`src/sv/hmsc_pkg.sv`:
```
// ----------------------------------------------------------------------------
// hmsc_pkg
// Shared types, command codes and digit helpers for the settable HH:MM:SS
// clock.
// ----------------------------------------------------------------------------
package hmsc_pkg;

   // Field widths
   localparam int CmdW    = 2;
   localparam int KeyW    = 5;
   localparam int HourW   = 5;
   localparam int MinW    = 6;
   localparam int SecW    = 6;
   localparam int CursorW = 3;
   localparam int TickW   = 12;
   localparam int CsrIdxW = 1;

   // Register reset values
   localparam logic [TickW-1:0] TicksPerSecReset = TickW'(1000);
   localparam logic [TickW-1:0] BlinkOnReset     = TickW'(500);

   // Wrap limits
   localparam logic [6:0] HourLimit = 7'd24;
   localparam logic [6:0] MinLimit  = 7'd60;
   localparam logic [CursorW-1:0] CursorLast = CursorW'(5);

   // Key codes that carry a digit
   localparam logic [KeyW-1:0] KeyDigitFirst = KeyW'(1);
   localparam logic [KeyW-1:0] KeyDigitLast  = KeyW'(10);

   typedef enum logic [CmdW-1:0] {
      CMD_TICK = 2'd0,
      CMD_MODE = 2'd1,
      CMD_NEXT = 2'd2,
      CMD_KEY  = 2'd3
   } cmd_type;

   typedef enum logic [CsrIdxW-1:0] {
      CSR_TICKS_PER_SEC = 1'b0,
      CSR_BLINK_ON      = 1'b1
   } csr_idx_type;

   typedef enum logic [CursorW-1:0] {
      CUR_HOUR_TENS  = 3'd0,
      CUR_HOUR_UNITS = 3'd1,
      CUR_MIN_TENS   = 3'd2,
      CUR_MIN_UNITS  = 3'd3,
      CUR_SEC_TENS   = 3'd4,
      CUR_SEC_UNITS  = 3'd5
   } cursor_type;

   typedef struct packed {
      logic [CmdW-1:0] cmd;
      logic [KeyW-1:0] key_code;
   } hmsc_req_type;

   typedef struct packed {
      logic [HourW-1:0]   hours;
      logic [MinW-1:0]    minutes;
      logic [SecW-1:0]    seconds;
      logic               editing;
      logic [CursorW-1:0] cursor;
      logic               cursor_blank;
   } hmsc_rsp_type;

   typedef struct packed {
      logic [TickW-1:0] ticks_per_second;
      logic [TickW-1:0] blink_on_ticks;
   } hmsc_cfg_type;

   // Tens digit of a value below 64
   function automatic logic [2:0] tens_of(input logic [5:0] v);
      logic [2:0] t;
      priority if (v >= 6'd60) t = 3'd6;
      else if (v >= 6'd50)     t = 3'd5;
      else if (v >= 6'd40)     t = 3'd4;
      else if (v >= 6'd30)     t = 3'd3;
      else if (v >= 6'd20)     t = 3'd2;
      else if (v >= 6'd10)     t = 3'd1;
      else                     t = 3'd0;
      return t;
   endfunction

   // Replace the tens or units digit of v; keep v if the result reaches limit
   function automatic logic [5:0] set_digit(input logic [5:0] v,
                                            input logic [3:0] d,
                                            input logic       tens_pos,
                                            input logic [6:0] limit);
      logic [2:0] t;
      logic [3:0] u;
      logic [6:0] nv;
      t  = tens_of(v);
      u  = 4'(v - {3'b000, t} * 6'd10);
      nv = tens_pos ? (7'(u) + 7'(d) * 7'd10) : (7'(t) * 7'd10 + 7'(d));
      return (nv < limit) ? nv[5:0] : v;
   endfunction

endpackage

```
`src/sv/hmsc_csr.sv`:
```
// ----------------------------------------------------------------------------
// hmsc_csr
// Configuration registers: tick period and blink-on length.
// ----------------------------------------------------------------------------
module hmsc_csr (
   input  logic                          clock,
   input  logic                          reset,
   input  logic                          csr_wr_en,
   input  logic [hmsc_pkg::CsrIdxW-1:0]  csr_index,
   input  logic [hmsc_pkg::TickW-1:0]    csr_wdata,
   output hmsc_pkg::hmsc_cfg_type        cfg
);
   import hmsc_pkg::*;

   hmsc_cfg_type cfg_ff;
   hmsc_cfg_type cfg_in;

   // Decode the write
   always_comb begin
      cfg_in = cfg_ff;
      if (csr_wr_en) begin
         unique case (csr_idx_type'(csr_index))
            CSR_TICKS_PER_SEC: cfg_in.ticks_per_second = csr_wdata;
            CSR_BLINK_ON:      cfg_in.blink_on_ticks   = csr_wdata;
            default:           cfg_in = cfg_ff;
         endcase
      end
   end

   // Hold the registers
   always_ff @(posedge clock) begin
      if (reset) begin
         cfg_ff.ticks_per_second <= TicksPerSecReset;
         cfg_ff.blink_on_ticks   <= BlinkOnReset;
      end else begin
         cfg_ff <= cfg_in;
      end
   end

   assign cfg = cfg_ff;

   // A tick period write lands in its register and leaves the blink length as it is
   a_csr_write: assert property (@(posedge clock) disable iff (reset)
      csr_wr_en && csr_index == CSR_TICKS_PER_SEC |=>
         cfg_ff.ticks_per_second == $past(csr_wdata) && $stable(cfg_ff.blink_on_ticks))
      else $error("tick period write not applied");

endmodule

```
`src/sv/hmsc_core.sv`:
```
// ----------------------------------------------------------------------------
// hmsc_core
// Clock state and its update for each accepted request.
// ----------------------------------------------------------------------------
module hmsc_core (
   input  logic                   clock,
   input  logic                   reset,
   input  logic                   accept,
   input  hmsc_pkg::hmsc_req_type req,
   input  hmsc_pkg::hmsc_cfg_type cfg,
   output hmsc_pkg::hmsc_rsp_type rsp_next
);
   import hmsc_pkg::*;

   logic [HourW-1:0]   hour_ff,   hour_in;
   logic [MinW-1:0]    min_ff,    min_in;
   logic [SecW-1:0]    sec_ff,    sec_in;
   logic [TickW-1:0]   tick_ff,   tick_in;
   logic               edit_ff,   edit_in;
   logic [CursorW-1:0] cursor_ff, cursor_in;

   logic [TickW:0] tick_inc;
   logic [TickW:0] tps_ext;
   logic [SecW:0]  sec_inc;
   logic [MinW:0]  min_inc;
   logic [HourW:0] hour_inc;
   logic           key_ok;
   logic [3:0]     digit;

   assign tick_inc = {1'b0, tick_ff} + (TickW+1)'(1);
   assign tps_ext  = {1'b0, cfg.ticks_per_second};
   assign sec_inc  = {1'b0, sec_ff} + (SecW+1)'(1);
   assign min_inc  = {1'b0, min_ff} + (MinW+1)'(1);
   assign hour_inc = {1'b0, hour_ff} + (HourW+1)'(1);
   assign key_ok   = (req.key_code >= KeyDigitFirst) && (req.key_code <= KeyDigitLast);
   assign digit    = 4'(req.key_code - KeyDigitFirst);

   // Next state
   always_comb begin
      hour_in   = hour_ff;
      min_in    = min_ff;
      sec_in    = sec_ff;
      tick_in   = tick_ff;
      edit_in   = edit_ff;
      cursor_in = cursor_ff;
      unique case (cmd_type'(req.cmd))
         CMD_TICK: begin
            if (!edit_ff) begin
               if (tick_inc >= tps_ext) begin
                  // Roll the tick count and carry through seconds, minutes, hours
                  tick_in = '0;
                  if (sec_inc >= (SecW+1)'(MinLimit)) begin
                     sec_in = '0;
                     if (min_inc >= (MinW+1)'(MinLimit)) begin
                        min_in  = '0;
                        hour_in = (hour_inc >= (HourW+1)'(HourLimit)) ? '0
                                                                     : hour_inc[HourW-1:0];
                     end else begin
                        min_in = min_inc[MinW-1:0];
                     end
                  end else begin
                     sec_in = sec_inc[SecW-1:0];
                  end
               end else begin
                  tick_in = tick_inc[TickW-1:0];
               end
            end else begin
               // Blink counter only; time stays put
               tick_in = (tick_inc > tps_ext) ? '0 : tick_inc[TickW-1:0];
            end
         end
         CMD_MODE: edit_in = !edit_ff;
         CMD_NEXT: begin
            if (edit_ff) begin
               cursor_in = (cursor_ff >= CursorLast) ? '0 : cursor_ff + CursorW'(1);
            end
         end
         CMD_KEY: begin
            if (edit_ff && key_ok) begin
               unique case (cursor_type'(cursor_ff))
                  CUR_HOUR_TENS:
                     hour_in = HourW'(set_digit({1'b0, hour_ff}, digit, 1'b1, HourLimit));
                  CUR_HOUR_UNITS:
                     hour_in = HourW'(set_digit({1'b0, hour_ff}, digit, 1'b0, HourLimit));
                  CUR_MIN_TENS:   min_in = set_digit(min_ff, digit, 1'b1, MinLimit);
                  CUR_MIN_UNITS:  min_in = set_digit(min_ff, digit, 1'b0, MinLimit);
                  CUR_SEC_TENS:   sec_in = set_digit(sec_ff, digit, 1'b1, MinLimit);
                  default:        sec_in = set_digit(sec_ff, digit, 1'b0, MinLimit);
               endcase
            end
         end
         default: edit_in = edit_ff;
      endcase
   end

   // Advance state on an accepted request
   always_ff @(posedge clock) begin
      if (reset) begin
         hour_ff   <= '0;
         min_ff    <= '0;
         sec_ff    <= '0;
         tick_ff   <= '0;
         edit_ff   <= 1'b0;
         cursor_ff <= '0;
      end else if (accept) begin
         hour_ff   <= hour_in;
         min_ff    <= min_in;
         sec_ff    <= sec_in;
         tick_ff   <= tick_in;
         edit_ff   <= edit_in;
         cursor_ff <= cursor_in;
      end
   end

   // Result reflects the updated state
   always_comb begin
      rsp_next.hours        = hour_in;
      rsp_next.minutes      = min_in;
      rsp_next.seconds      = sec_in;
      rsp_next.editing      = edit_in;
      rsp_next.cursor       = cursor_in;
      rsp_next.cursor_blank = edit_in && (tick_in != '0) && (tick_in <= cfg.blink_on_ticks);
   end

   a_time_range: assert property (@(posedge clock) disable iff (reset)
      hour_ff < HourW'(24) && min_ff < MinW'(60) && sec_ff < SecW'(60)
         && cursor_ff <= CursorLast)
      else $error("time or cursor out of range");

   a_mode_flip: assert property (@(posedge clock) disable iff (reset)
      accept && req.cmd == CMD_MODE |=> edit_ff != $past(edit_ff))
      else $error("mode request did not toggle edit mode");

   a_run_hold: assert property (@(posedge clock) disable iff (reset)
      accept && !edit_ff && req.cmd != CMD_TICK && req.cmd != CMD_MODE |=>
         $stable(hour_ff) && $stable(min_ff) && $stable(sec_ff) && $stable(cursor_ff))
      else $error("edit request changed state in run mode");

endmodule

```
`src/sv/hmsc_rsp_reg.sv`:
```
// ----------------------------------------------------------------------------
// hmsc_rsp_reg
// Result register between the state update and the response channel.
// ----------------------------------------------------------------------------
module hmsc_rsp_reg (
   input  logic                   clock,
   input  logic                   reset,
   input  logic                   load,
   input  hmsc_pkg::hmsc_rsp_type load_data,
   output logic                   rsp_valid,
   input  logic                   rsp_ready,
   output hmsc_pkg::hmsc_rsp_type rsp_data,
   output logic                   room
);
   import hmsc_pkg::*;

   logic         valid_ff, valid_in;
   hmsc_rsp_type data_ff;

   // Room when empty or the held result leaves this cycle
   assign room     = !valid_ff || rsp_ready;
   assign valid_in = load || (valid_ff && !rsp_ready);

   always_ff @(posedge clock) begin
      if (reset) begin
         valid_ff <= 1'b0;
      end else begin
         valid_ff <= valid_in;
      end
   end

   // Capture a new result
   always_ff @(posedge clock) begin
      if (load) begin
         data_ff <= load_data;
      end
   end

   assign rsp_valid = valid_ff;
   assign rsp_data  = data_ff;

   a_load_shows: assert property (@(posedge clock) disable iff (reset)
      load |=> valid_ff && data_ff == $past(load_data))
      else $error("loaded result not presented");

   a_no_overwrite: assert property (@(posedge clock) disable iff (reset)
      valid_ff && !rsp_ready |-> !load)
      else $error("pending result overwritten");

endmodule

```
`src/sv/settable_hms_clock.sv`:
```
// ----------------------------------------------------------------------------
// settable_hms_clock
// 24-hour HH:MM:SS clock advanced by tick requests, with a set mode, digit
// cursor, digit key entry and cursor blink.
//
//   channel  ports              direction  payload
//   req      req_valid/ready    in         cmd, key_code
//   rsp      rsp_valid/ready    out        hours .. cursor_blank
//   csr      csr_wr_en          in         csr_index, csr_wdata (no wait)
//
// One request per cycle while the response side has room; the response is
// registered and shows in the next cycle, after a single combinational update.
// Reset is synchronous; it clears the time, mode, cursor and tick count and
// loads the register defaults. No clearing pass is needed.
// A stalled response holds the request side only while it cannot drain.
// ----------------------------------------------------------------------------
module settable_hms_clock (
   input  logic                         clock,
   input  logic                         reset,
   input  logic                         req_valid,
   output logic                         req_ready,
   input  hmsc_pkg::hmsc_req_type       req_data,
   output logic                         rsp_valid,
   input  logic                         rsp_ready,
   output hmsc_pkg::hmsc_rsp_type       rsp_data,
   input  logic                         csr_wr_en,
   input  logic [hmsc_pkg::CsrIdxW-1:0] csr_index,
   input  logic [hmsc_pkg::TickW-1:0]   csr_wdata
);
   import hmsc_pkg::*;

   hmsc_cfg_type cfg;
   hmsc_rsp_type rsp_next;
   logic         room;
   logic         accept;

   assign req_ready = room;
   assign accept    = req_valid && room;

   hmsc_csr u_csr (
      .clock     (clock),
      .reset     (reset),
      .csr_wr_en (csr_wr_en),
      .csr_index (csr_index),
      .csr_wdata (csr_wdata),
      .cfg       (cfg)
   );

   hmsc_core u_core (
      .clock    (clock),
      .reset    (reset),
      .accept   (accept),
      .req      (req_data),
      .cfg      (cfg),
      .rsp_next (rsp_next)
   );

   hmsc_rsp_reg u_rsp_reg (
      .clock     (clock),
      .reset     (reset),
      .load      (accept),
      .load_data (rsp_next),
      .rsp_valid (rsp_valid),
      .rsp_ready (rsp_ready),
      .rsp_data  (rsp_data),
      .room      (room)
   );

endmodule

```
`config.mk`:
```
export PLATFORM = sky130hd
export DESIGN_NAME = settable_hms_clock
export DESIGN_NICKNAME = d
export VERILOG_FILES = /design/src/sv/hmsc_pkg.sv /design/src/sv/hmsc_csr.sv /design/src/sv/hmsc_core.sv /design/src/sv/hmsc_rsp_reg.sv /design/src/sv/settable_hms_clock.sv
export SDC_FILE = /design/constraint.sdc
export NUM_CORES = 1
export LEC_CHECK = 0
export BUFFER_PORTS_ARGS = -buffer_cell sky130_fd_sc_hd__buf_2
export CAP_MARGIN = 5
export CELL_PAD_IN_SITES_DETAIL_PLACEMENT = 1
export CELL_PAD_IN_SITES_GLOBAL_PLACEMENT = 1
export CORE_MARGIN = 3
export CORE_UTILIZATION = 48
export CTS_BUF_LIST = sky130_fd_sc_hd__clkbuf_4 sky130_fd_sc_hd__clkbuf_8
export CTS_CLUSTER_DIAMETER = 100
export DETAILED_ROUTE_END_ITERATION = 8
export GPL_TIMING_DRIVEN = 0
export PLACE_DENSITY_LB_ADDON = 0.25
export SLEW_MARGIN = 20
export SYNTH_ARGS = -nofsm -noshare
export SYNTH_HDL_FRONTEND = slang
export SYNTH_SLANG_ARGS = --single-unit
export TNS_END_PERCENT = 50
```
`constraint.sdc`:
```
create_clock -name clock -period 4.7 [get_ports clock]
set_input_delay 0.705 -clock clock [delete_from_list [all_inputs] [get_ports clock]]
set_output_delay 0.705 -clock clock [all_outputs]
set_load 0.005 [all_outputs]
```
=== Word-level counts from Yosys, hierarchy flattened ===
Index checks and enable logic that the tools add are counted.

* Reduce and logical (&&, ||, !) cells: 18
* Add/subtract/negate cells: 15
* Multiplexer cells: 71
* Eq/ne operators: 7
* Order comparisons: 33
* Bitwise gates (word level): 1
* Multiply operators: 7

{| class="wikitable"
|+ Operators with widths
! kind !! number
|-
| $mux 3 || 35
|-
| $mux 6 || 13
|-
| $mux 12 || 4
|-
| $pmux 6 s2 || 4
|-
| $mux 5 || 8
|-
| $ge 6x6->1 const B || 6
|-
| $ge 6x5->1 const B || 5
|-
| $lt 7x6->1 const B || 4
|-
| $add 4x7->7 || 3
|-
| $add 7x4->7 || 3
|-
| $pmux 5 s2 || 2
|-
| $ge 5x6->1 const B || 3
|-
| $mul 3x3->6 const B || 3
|-
| $add 6x1->7 const B || 2
|-
| $ge 7x6->1 const B || 2
|-
| $lt 7x5->1 const B || 2
|-
| $add 12x1->13 const B || 1
|-
| $ge 13x12->1 || 1
|-
| $gt 13x12->1 || 1
|-
| $ge 6x4->1 const B || 2
|-
| $le 12x12->1 || 1
|-
| $reduce_bool 12->1 || 1
|-
| $sub 4x4->4 || 3
|-
| $ge 5x5->1 const B || 2
|-
| 25 further kinds || 41
|}

* Bits of input ports: 25
* Bits in registers: 80
* Output and inout port bits: 24

=== Longest topological paths before layout ===
Gate-level depths: netlist (run 1).

* Depth in word-level cells: 18
* Depth in mapped cells: 23
* Depth with buffers taken out: 20

=== Cells and area by module ===
From an unflattened synthesis (run 1), not the netlist that was laid out.

* Cell total of the unflattened synthesis: 975
* Area, all modules: 7763.7 sq um

{| class="wikitable"
|+ By module, submodules not included
! module !! area an instance (sq um) !! cells each !! instances !! seq. area each (sq um)
|-
| hmsc_core || 6075.8 || 850 || 1 || 660.6
|-
| hmsc_csr || 974.7 || 98 || 1 || 480.5
|-
| hmsc_rsp_reg || 706.9 || 26 || 1 || 680.7
|-
| settable_hms_clock || 6.3 || 1 || 1 || 0.0
|}

=== Worst setup path after synthesis (run 1) ===
Ideal clock, no wire load.

* Kind: input port to flip-flop
* From: in req_data[0] (netlist name)
* To: reg u_rsp_reg.data_ff (netlist bit u_rsp_reg.rsp_data[19]) (data pin)
* Path buffers: 0
* Stages on the path: 14
* Setup slack: 0.380 ns
* Setup time: 0.266 ns
* Required time: 4.434 ns
* Arrival time: 4.054 ns
* Cell sequence: inv_1 -> ha_1 -> xor2_1 -> ha_1 -> ha_1 -> inv_1 -> fa_1 -> nand2b_1 -> o22ai_1 -> a221oi_2 -> nor2_1 -> a311o_1 -> o32ai_1 -> a21oi_1

{| class="wikitable"
|+ RTL lines
! item !! line !! source
|-
| start: declaration || settable_hms_clock.sv:22 || <nowiki>input hmsc_pkg::hmsc_req_type req_data,</nowiki>
|-
| end signal: assignment || hmsc_rsp_reg.sv:35 || <nowiki>data_ff <= load_data;</nowiki>
|-
| end: declaration || hmsc_rsp_reg.sv:18 || <nowiki>hmsc_rsp_type data_ff;</nowiki>
|}

==> implementation parameters, run 1 <==
Parameter                              Value

Synthesis
  Yosys warns ... 0
  Syn avg cell area ... slightly below 8 um^2
  Sequential-to-total area share from yosys stat ... a little under a quarter
  Total of flip-flops plus latches after synthesis ... 80
  Count of cell types in the netlist ... 92
  Syn Std Cell Area ... 7940 um^2
  Post-synth top flop ... sky130_fd_sc_hd__dfxtp_1
  Count of flip-flops with a built-in enable after synthesis ... 22
  Cell count after synthesis ... 1030
  Synthesized net count ... about 1100
  Async set or reset register ratio after synthesis ... 0%

Placement
  Count of port buffers added during placement ... 47
  Worst slack at placement ... -0.840 ns
  Weighted congestion at the end of routability-driven global placement ... about 1
  Placed Cells ... about 1300
  Detail Placement HPWL ... 21.7 mm

Critical path
  Worst-path fanout max ... 10
  Slowest cell delay on critical path ... 0.44 ns
  Cells along the critical path ... clkbuf_4 -> nand4_4 -> nor3_2 -> xor2_1 -> ha_1 -> nand3_1 -> nand2b_1 -> a31oi_1 -> or3_4 -> a21oi_4 -> buf_6 -> buf_4 -> nand3_1 -> o21ai_2 -> ha_1 -> a21o_1 -> a21o_1 -> a21oi_1 -> or2_2 -> o311a_1 -> o21ai_2 -> a41oi_2
  Worst flop-to-flop path endpoint ... u_rsp_reg.rsp_data[0]$_DFFE_PP_
  Element type at the critical path start ... flip-flop
  Worst path required time ... between 4 and 5 ns
  Crit Path Class ... flip-flop to flip-flop
  CP max stage cell ... sky130_fd_sc_hd__or3_4
  Crit path max-delay family ... simple AND/OR/NAND/NOR gates
  Type of element capturing the critical path ... flip-flop
  Worst R2R Path Depth ... 22
  Number of buffers and inverters on the critical path ... 3
  Origin of the worst setup path ... u_core.tick_ff[3]$_SDFFE_PP0P_
  Launch point of the worst reg-to-reg path ... u_core.tick_ff[3]$_SDFFE_PP0P_
  Endpoint arrival time on the critical path ... 4.68 ns
  Slack of the worst reg-to-reg path ... 0.12 ns

Timing
  Setup TNS ... 0 ns
  Setup Viol. Count Final ... 0
  Slew at the pin closest to its max-slew limit ... 0.999 ns
  RSZ-0062 raised after global routing ... true
  Maximum clock skew at final layout ... 0.0142 ns
  Hold slack ... 0.457 ns
  Number of endpoints with negative hold slack in the final report ... 0
  Ratio of final minimum period to clock period ... 97.5%
  Worst Slack Setup Final ... approximately 0.12 ns
  Remaining max-slew budget at the tightest pin ... between 30% and 40%
  Slew Viols, Final ... 0
  Fmax ... 218 MHz
  Final critical path time including I/O delays and setup ... 4.58 ns

Routing
  Final routed DRC violation total ... 0
  Routed wire length per instance ... 21.6 um
  Vias per inst ... 6.44
  Count of nets left with antenna violations after detail routing ... 0
  Vias after detailed routing ... 8458
  First-pass DRT Iterations ... 5
  Wire length reported by the detailed router ... 28.4 mm
  Violation count after the first detailed-route iteration ... approximately 790

Global routing
  Antenna violations before repair ... 1
  GRT Util Overall ... 30.6%
  Pin count of the biggest net entering global routing ... 21
  Global-route wire length before repair ... 43.9 mm
  Number of global-route vias before repair ... 8120
  Overflow after GRT ... 0

Power and ir drop
  Power Dens Cells ... 219 nW/um^2
  Power consumption ... 1.96 mW
  Static Leak ... 3.68 nW
  Worst vdd rail ir drop ... between 0.0001 and 0.00015 V

CTS
  Clock insertion delay at the later pin of the skew report ... 0.38 ns
  Clock-pin slew of the registers on the worst-case setup and hold paths ... 0.08 ns
  Library cell used as clock root buffer ... sky130_fd_sc_hd__clkbuf_8
  Number of buffers inserted during clock tree synthesis ... 9
  CTS Buffer Depth ... 2
  TritonCTS clock tree ... done
  CTS H-tree lvls ... 3
  CTS sink count ... 80

Finish
  Area taken by multi-input logic gates ... 5790 um^2
  Post-layout nets ... 1200
  Non-filler instance count after layout ... 1313
  Most frequent standard cell in the layout excluding fill and tap cells ... sky130_fd_sc_hd__nand2_1
  Post-synthesis to final-layout area growth ... 13.1%
  Number of filler cells placed in the layout ... 2027
  Highest-count cells in the layout ignoring fill and taps ... sky130_fd_sc_hd__nand2_1 (118), sky130_fd_sc_hd__a21oi_1 (76), sky130_fd_sc_hd__inv_1 (75), sky130_fd_sc_hd__ha_1 (70), sky130_fd_sc_hd__nor2_1 (64)
  Combined flip-flop and latch cell area ... 1840 um^2
  Fraction of final layout cells with drive strength greater than 1 ... about 14%
  Number of inserted diodes ... 0

Min path
  Start point of the worst hold path ... u_csr.cfg[11]$_SDFFE_PP0P_
  Endpoint of the worst hold-timing path ... u_csr.cfg[11]$_SDFFE_PP0P_
  Path class of the lowest-slack min-delay path ... flip-flop to flip-flop
  Hold Path Cell Cnt ... 2

Job
  # Max-Cap Violations ... 0

Floorplanning
  DIE AREA ... 18100 um^2
  Horizontal die dimension ... between 100 and 150 um
  Vertical die dimension ... 135 um
  Initial Util ... 49.4%
  I/O Pins ... 49
  Row count ... 46
  Core outline area ... around 16000 um^2

Outcome
  Outcome ... complete, no violations
[Yosys cell counts (7+ instances only)]
| cell | number | area share, % |
|---|---|---|
| sky130_fd_sc_hd__clkbuf_1 | 43 | 2.0 |
| sky130_fd_sc_hd__o21ai_0 | 61 | 3.8 |
| sky130_fd_sc_hd__nand2b_1 | 17 | 1.3 |
| sky130_fd_sc_hd__inv_1 | 78 | 3.7 |
| sky130_fd_sc_hd__a21oi_1 | 77 | 4.9 |
| sky130_fd_sc_hd__nand4_1 | 15 | 1.2 |
| sky130_fd_sc_hd__xor2_1 | 14 | 1.5 |
| sky130_fd_sc_hd__nor3_1 | 20 | 1.3 |
| sky130_fd_sc_hd__mux2i_1 | 7 | 0.88 |
| sky130_fd_sc_hd__fa_1 | 10 | 2.5 |
| sky130_fd_sc_hd__ha_1 | 73 | 12 |
| sky130_fd_sc_hd__o22ai_1 | 11 | 0.87 |
| sky130_fd_sc_hd__nor4_1 | 10 | 0.79 |
| sky130_fd_sc_hd__nor2_1 | 64 | 3.0 |
| sky130_fd_sc_hd__nor2b_1 | 12 | 0.95 |
| sky130_fd_sc_hd__o211ai_1 | 20 | 1.9 |
| sky130_fd_sc_hd__edfxtp_1 | 22 | 8.3 |
| sky130_fd_sc_hd__nand3_1 | 53 | 3.3 |
| sky130_fd_sc_hd__nand2_1 | 118 | 5.6 |
| sky130_fd_sc_hd__a21o_1 | 16 | 1.5 |
| sky130_fd_sc_hd__dfxtp_1 | 58 | 15 |
| sky130_fd_sc_hd__buf_2 | 8 | 0.50 |
| sky130_fd_sc_hd__a211oi_1 | 16 | 1.5 |
| sky130_fd_sc_hd__or3_1 | 9 | 0.71 |
| sky130_fd_sc_hd__o31ai_1 | 11 | 1.0 |
| sky130_fd_sc_hd__a31oi_1 | 13 | 1.0 |
| sky130_fd_sc_hd__xnor2_1 | 28 | 3.1 |
[registers in the layout, summed over array words and instances (netlist names)]
name,flops
u_csr.cfg,24
u_rsp_reg.rsp_data,22
u_core.tick_ff,12
u_core.min_ff,6
u_core.sec_ff,6
u_core.hour_ff,5
u_core.cursor_ff,3
u_core.edit_ff,1
u_rsp_reg.rsp_valid,1
[kinds of logic (layout without fill, tap and decap cells)]
family	Yosys count	in the layout	synth area share (%)
AO/OA/AOI/OAI	317	317	27.6
XOR/XNOR	44	44	5.23
adder cells (fa/ha/maj)	85	85	14.3
buffers and inverters	139	206	6.75
flip-flops	80	80	23.0
multiplexers	9	9	1.17
AND/OR/NAND/NOR	356	356	22.1
[repair_timing]
action | CTS | global route
resized for setup | 31 | 42
pin swaps | 2 | 6
setup buffers | 1 | 8
endpoints found under the setup margin | 25 | 20
hold buffers | 0 | 0
[through the flow]
stage	util (%)	cell area, um^2
finish	55.9	8970
global route	55.9	8970
CTS	54.6	8770
detailed placement	52.8	8470
global placement	52.6	8440
floorplan	-	7940
[routing by layer]
layer	track usage (%)	part of all wire (%)
met4	8.09	1.9
met2	49.1	46
met5	0	0.046
met1	42.7	45
met3	5.29	6.7
[how the worst max path moves through the flow]
stage	to	slack (ns)	cells after the start
floorplan	u_rsp_reg.rsp_data[19]$_DFFE_PP_	0.38	14
finish	u_rsp_reg.rsp_data[0]$_DFFE_PP_	0.12	22
global route	u_rsp_reg.rsp_data[0]$_DFFE_PP_	-0.07	22
global placement	u_rsp_reg.rsp_data[19]$_DFFE_PP_	-0.77	15
detailed placement	u_rsp_reg.rsp_data[19]$_DFFE_PP_	-0.84	15
CTS	u_rsp_reg.rsp_data[19]$_DFFE_PP_	0.002	15
[worst reg2reg max path: cells and delay by family (launching register included)]
| family | cells | cell delay, ns |
|---|---|---|
| AO/OA/AOI/OAI | 9 | 1.11 |
| XOR/XNOR | 1 | 0.39 |
| adder cells (fa/ha/maj) | 2 | 0.50 |
| buffers and inverters | 3 | 0.54 |
| flip-flops | 1 | 0.32 |
| AND/OR/NAND/NOR | 7 | 1.45 |
[report_power, final]
group | leakage, nW | internal, mW | switching, mW
clock network | 0.105 | 0.252 | 0.299
logic | 2.88 | 0.237 | 0.416
registers | 0.700 | 0.739 | 0.0218
[layout make-up]
class | instances | area share, %
Inverter | 81 | 3.47
Clock inverter | 7 | 0.851
Timing Repair Buffer | 57 | 3.68
Tap cell | 216 | 3.01
Buffer | 52 | 2.62
Sequential cell | 80 | 20.5
Multi-Input combinational cell | 811 | 64.5
Clock buffer | 9 | 1.38
(Power assumes the default switching activity.)
==> inputs of run 2 (changes only) <==
- PLACE_DENSITY: default -> 0.84
- PLACE_DENSITY_LB_ADDON: 0.25 -> default
==> run 2 against run 1 <==
- maximum frequency down 0.94%
- non-clock buffer count up 11
- critical path depth down 1
- sequential share of layout area down 0.19 points
- flip-flop and latch count unchanged
- clock skew up 0.0014 ns
- cell area up 1.1%
- utilization up 0.63 points
- sequential power about the same
- first-iteration DRC count down 6.9%
- critical path type unchanged
- critical endpoint unchanged
==> implementation parameters, run 2 (same netlist as run 1, synthesis figures left out) <==
Parameter                              Value

Outcome
  Outcome ... complete, no violations

CTS
  Library cell used as clock root buffer ... sky130_fd_sc_hd__clkbuf_8
  CTS Buffer Depth ... 2
  Count of hold-fix buffers inserted at cts ... 0
  CTS H-tree lvls ... 3
  Clock-pin slew of the registers on the worst-case setup and hold paths ... 0.09 ns
  Number of buffers inserted during clock tree synthesis ... 9
  TritonCTS clock tree ... done
  CTS sink count ... 80
  Clock insertion delay at the later pin of the skew report ... 0.38 ns

Floorplanning
  DIE AREA ... 18100 um^2
  Row count ... 46
  Horizontal die dimension ... 135 um
  I/O Pins ... between 40 and 50
  Vertical die dimension ... 135 um
  Core outline area ... 16100 um^2
  Initial Util ... 49.4%

Routing
  Violation count after the first detailed-route iteration ... 734
  Final routed DRC violation total ... 0
  First-pass DRT Iterations ... 5
  Routed wire length per instance ... about 22 um
  Wire length reported by the detailed router ... 29.3 mm
  Count of nets left with antenna violations after detail routing ... 0
  Vias per inst ... between 6 and 7
  Vias after detailed routing ... 8577

Power and ir drop
  Static Leak ... 3.72 nW
  Seq pwr share ... 38.8%
  Power Dens Cells ... 216 nW/um^2
  Worst vdd rail ir drop ... 0.000140 V
  Power consumption ... around 2.0 mW
  Combinational share of power ... 35.0%
  Switching power of the nets ... slightly below 0.8 mW
  Design internal power ... 1.19 mW
  Net switching share of the total power ... between 30% and 40%
  Clock share of power ... 26.2%

Critical path
  Worst-path fanout max ... 10
  Type of element capturing the critical path ... flip-flop
  Worst R2R Path Depth ... 21
  CP max stage cell ... sky130_fd_sc_hd__dfxtp_2
  Element type at the critical path start ... flip-flop
  Cells along the critical path ... nand4_1 -> nor3_1 -> xnor2_2 -> ha_1 -> nand3_1 -> nand2b_1 -> a31oi_2 -> or3_4 -> a21oi_4 -> buf_6 -> buf_4 -> nand3_1 -> o21ai_2 -> ha_1 -> a21o_1 -> a21o_1 -> a21oi_1 -> or2_2 -> o311a_1 -> o21ai_2 -> a41oi_2
  Slowest cell delay on critical path ... 0.49 ns
  Worst path required time ... 4.80 ns
  Endpoint arrival time on the critical path ... 4.73 ns
  Crit Path Class ... flip-flop to flip-flop

Timing
  Maximum clock skew at final layout ... roughly 0.016 ns
  Setup TNS ... 0 ns
  Worst Slack Setup Final ... 0.0731 ns
  Final critical path time including I/O delays and setup ... approximately 4.6 ns
  Ratio of final minimum period to clock period ... 98.4%
  Hold slack ... between 0.4 and 0.5 ns
  Slew at the pin closest to its max-slew limit ... 1.09 ns
  Setup Viol. Count Final ... 0
  Number of endpoints with negative hold slack in the final report ... 0
  RSZ-0062 raised after global routing ... true
  Remaining max-slew budget at the tightest pin ... between 20% and 30%
  Fmax ... 216 MHz
  Slew Viols, Final ... 0

Global routing
  Global-route wire length before repair ... roughly 45 mm
  Overflow after GRT ... 0
  Pin count of the biggest net entering global routing ... 30
  Number of global-route vias before repair ... 8260
  GRT Util Overall ... 31.5%
  Antenna violations before repair ... 1

Finish
  Post-synthesis to final-layout area growth ... 14.3%
  Highest-count cells in the layout ignoring fill and taps ... sky130_fd_sc_hd__nand2_1 (118), sky130_fd_sc_hd__a21oi_1 (75), sky130_fd_sc_hd__inv_1 (74), sky130_fd_sc_hd__ha_1 (70), sky130_fd_sc_hd__nor2_1 (64)
  Post-layout nets ... 1211
  Most frequent standard cell in the layout excluding fill and tap cells ... sky130_fd_sc_hd__nand2_1
  Fraction of final layout cells with drive strength greater than 1 ... 15.6%
  Max reg flops ... 24
  Share of the core filled with cells ... a little under three fifths
  Number of filler cells placed in the layout ... just over 2000

Placement
  Count of port buffers added during placement ... 47
  Detail Placement HPWL ... 21.9 mm
  Weighted congestion at the end of routability-driven global placement ... 0.959
  Worst slack at placement ... -0.873 ns

Job
  # Max-Cap Violations ... 0

Min path
  Hold Path Cell Cnt ... 2
  Path class of the lowest-slack min-delay path ... flip-flop to flip-flop
==> run 2: cell types whose count changed in the layout (fill, tap and decap cells not counted), sizes merged <==
cell / change
buf: +8
bufinv: -1
clkbuf: +3
clkinv: +1
clkinvlp: +1
diode: +1
inv: -1
==> run 2: power groups by stage <==
stage / Combinational, mW / Sequential [mW] / Clock (mW)
floorplan: 0.411 / 0.770 / 0
global placement: 0.573 / 0.773 / 0
detailed placement: 0.596 / 0.774 / 0
CTS: 0.628 / 0.760 / 0.511
global route: 0.744 / 0.764 / 0.547
finish: 0.688 / 0.761 / 0.514
==> run 2: routing by layer <==
layer  wire, um  vias up  part of all wire [%]  GRT usage (%)
met5          0        -                     0              0
met4        594        0                   2.0           7.75
met3       2150       50                   7.3           4.62
met2      13600      381                    46           50.7
met1      13000     4210                    44           44.7
li1           -     3936                     -              -
==> run 2: final cells by class <==
type | instances | area [um^2] | area share [%]
inverter | 81 | 315 | 3.47
timing repair buffer | 68 | 405 | 4.47
tap | 216 | 270 | 2.98
antenna | 1 | 2.50 | 0.0276
multi-input combinational | 811 | 5820 | 64.1
sequential | 80 | 1840 | 20.3
clock buffer | 9 | 124 | 1.37
clock inverter | 7 | 61.3 | 0.676
buffer | 52 | 240 | 2.65
==> run 2: what timing repair did <==
action | in CTS | in global routing
setup endpoints to repair | 25 | 24
resized for setup | 29 | 54
pin swaps | 2 | 7
buffers inserted | 3 | 17
hold endpoints to repair | 0 | 0
==> run 2: path summary, 6_finish.rpt <==
kind / slack (ns) / startpoint / end
worst max-delay path: 0.07 / u_core.tick_ff[7]$_SDFFE_PP0P_ / u_rsp_reg.rsp_data[0]$_DFFE_PP_
worst min-delay path: 0.46 / u_csr.cfg[11]$_SDFFE_PP0P_ / u_csr.cfg[11]$_SDFFE_PP0P_
worst max register to register: 0.07 / u_core.tick_ff[7]$_SDFFE_PP0P_ / u_rsp_reg.rsp_data[0]$_DFFE_PP_
worst min register to register: 0.46 / u_csr.cfg[11]$_SDFFE_PP0P_ / u_csr.cfg[11]$_SDFFE_PP0P_
==> run 2: per-stage QoR <==
stage / cell area [um^2] / cells
after detailed placement: 8460 / 1294
after floorplan: 7940 / 1030
after CTS: 8760 / 1307
final: 9070 / 1325
after global placement: 8440 / 1293
after global routing: 9070 / 1325
==> run 2: critical path, delay by kind of cell, from the launching register on <==
kind	cells	cell delay (ns)
DFF	1	0.49
xor gates and xnor gates	1	0.22
and+or+nand+nor	7	1.70
AOI/OAI and AO/OA	9	1.07
adders and majority gates	2	0.48
buffers and inverters	2	0.36
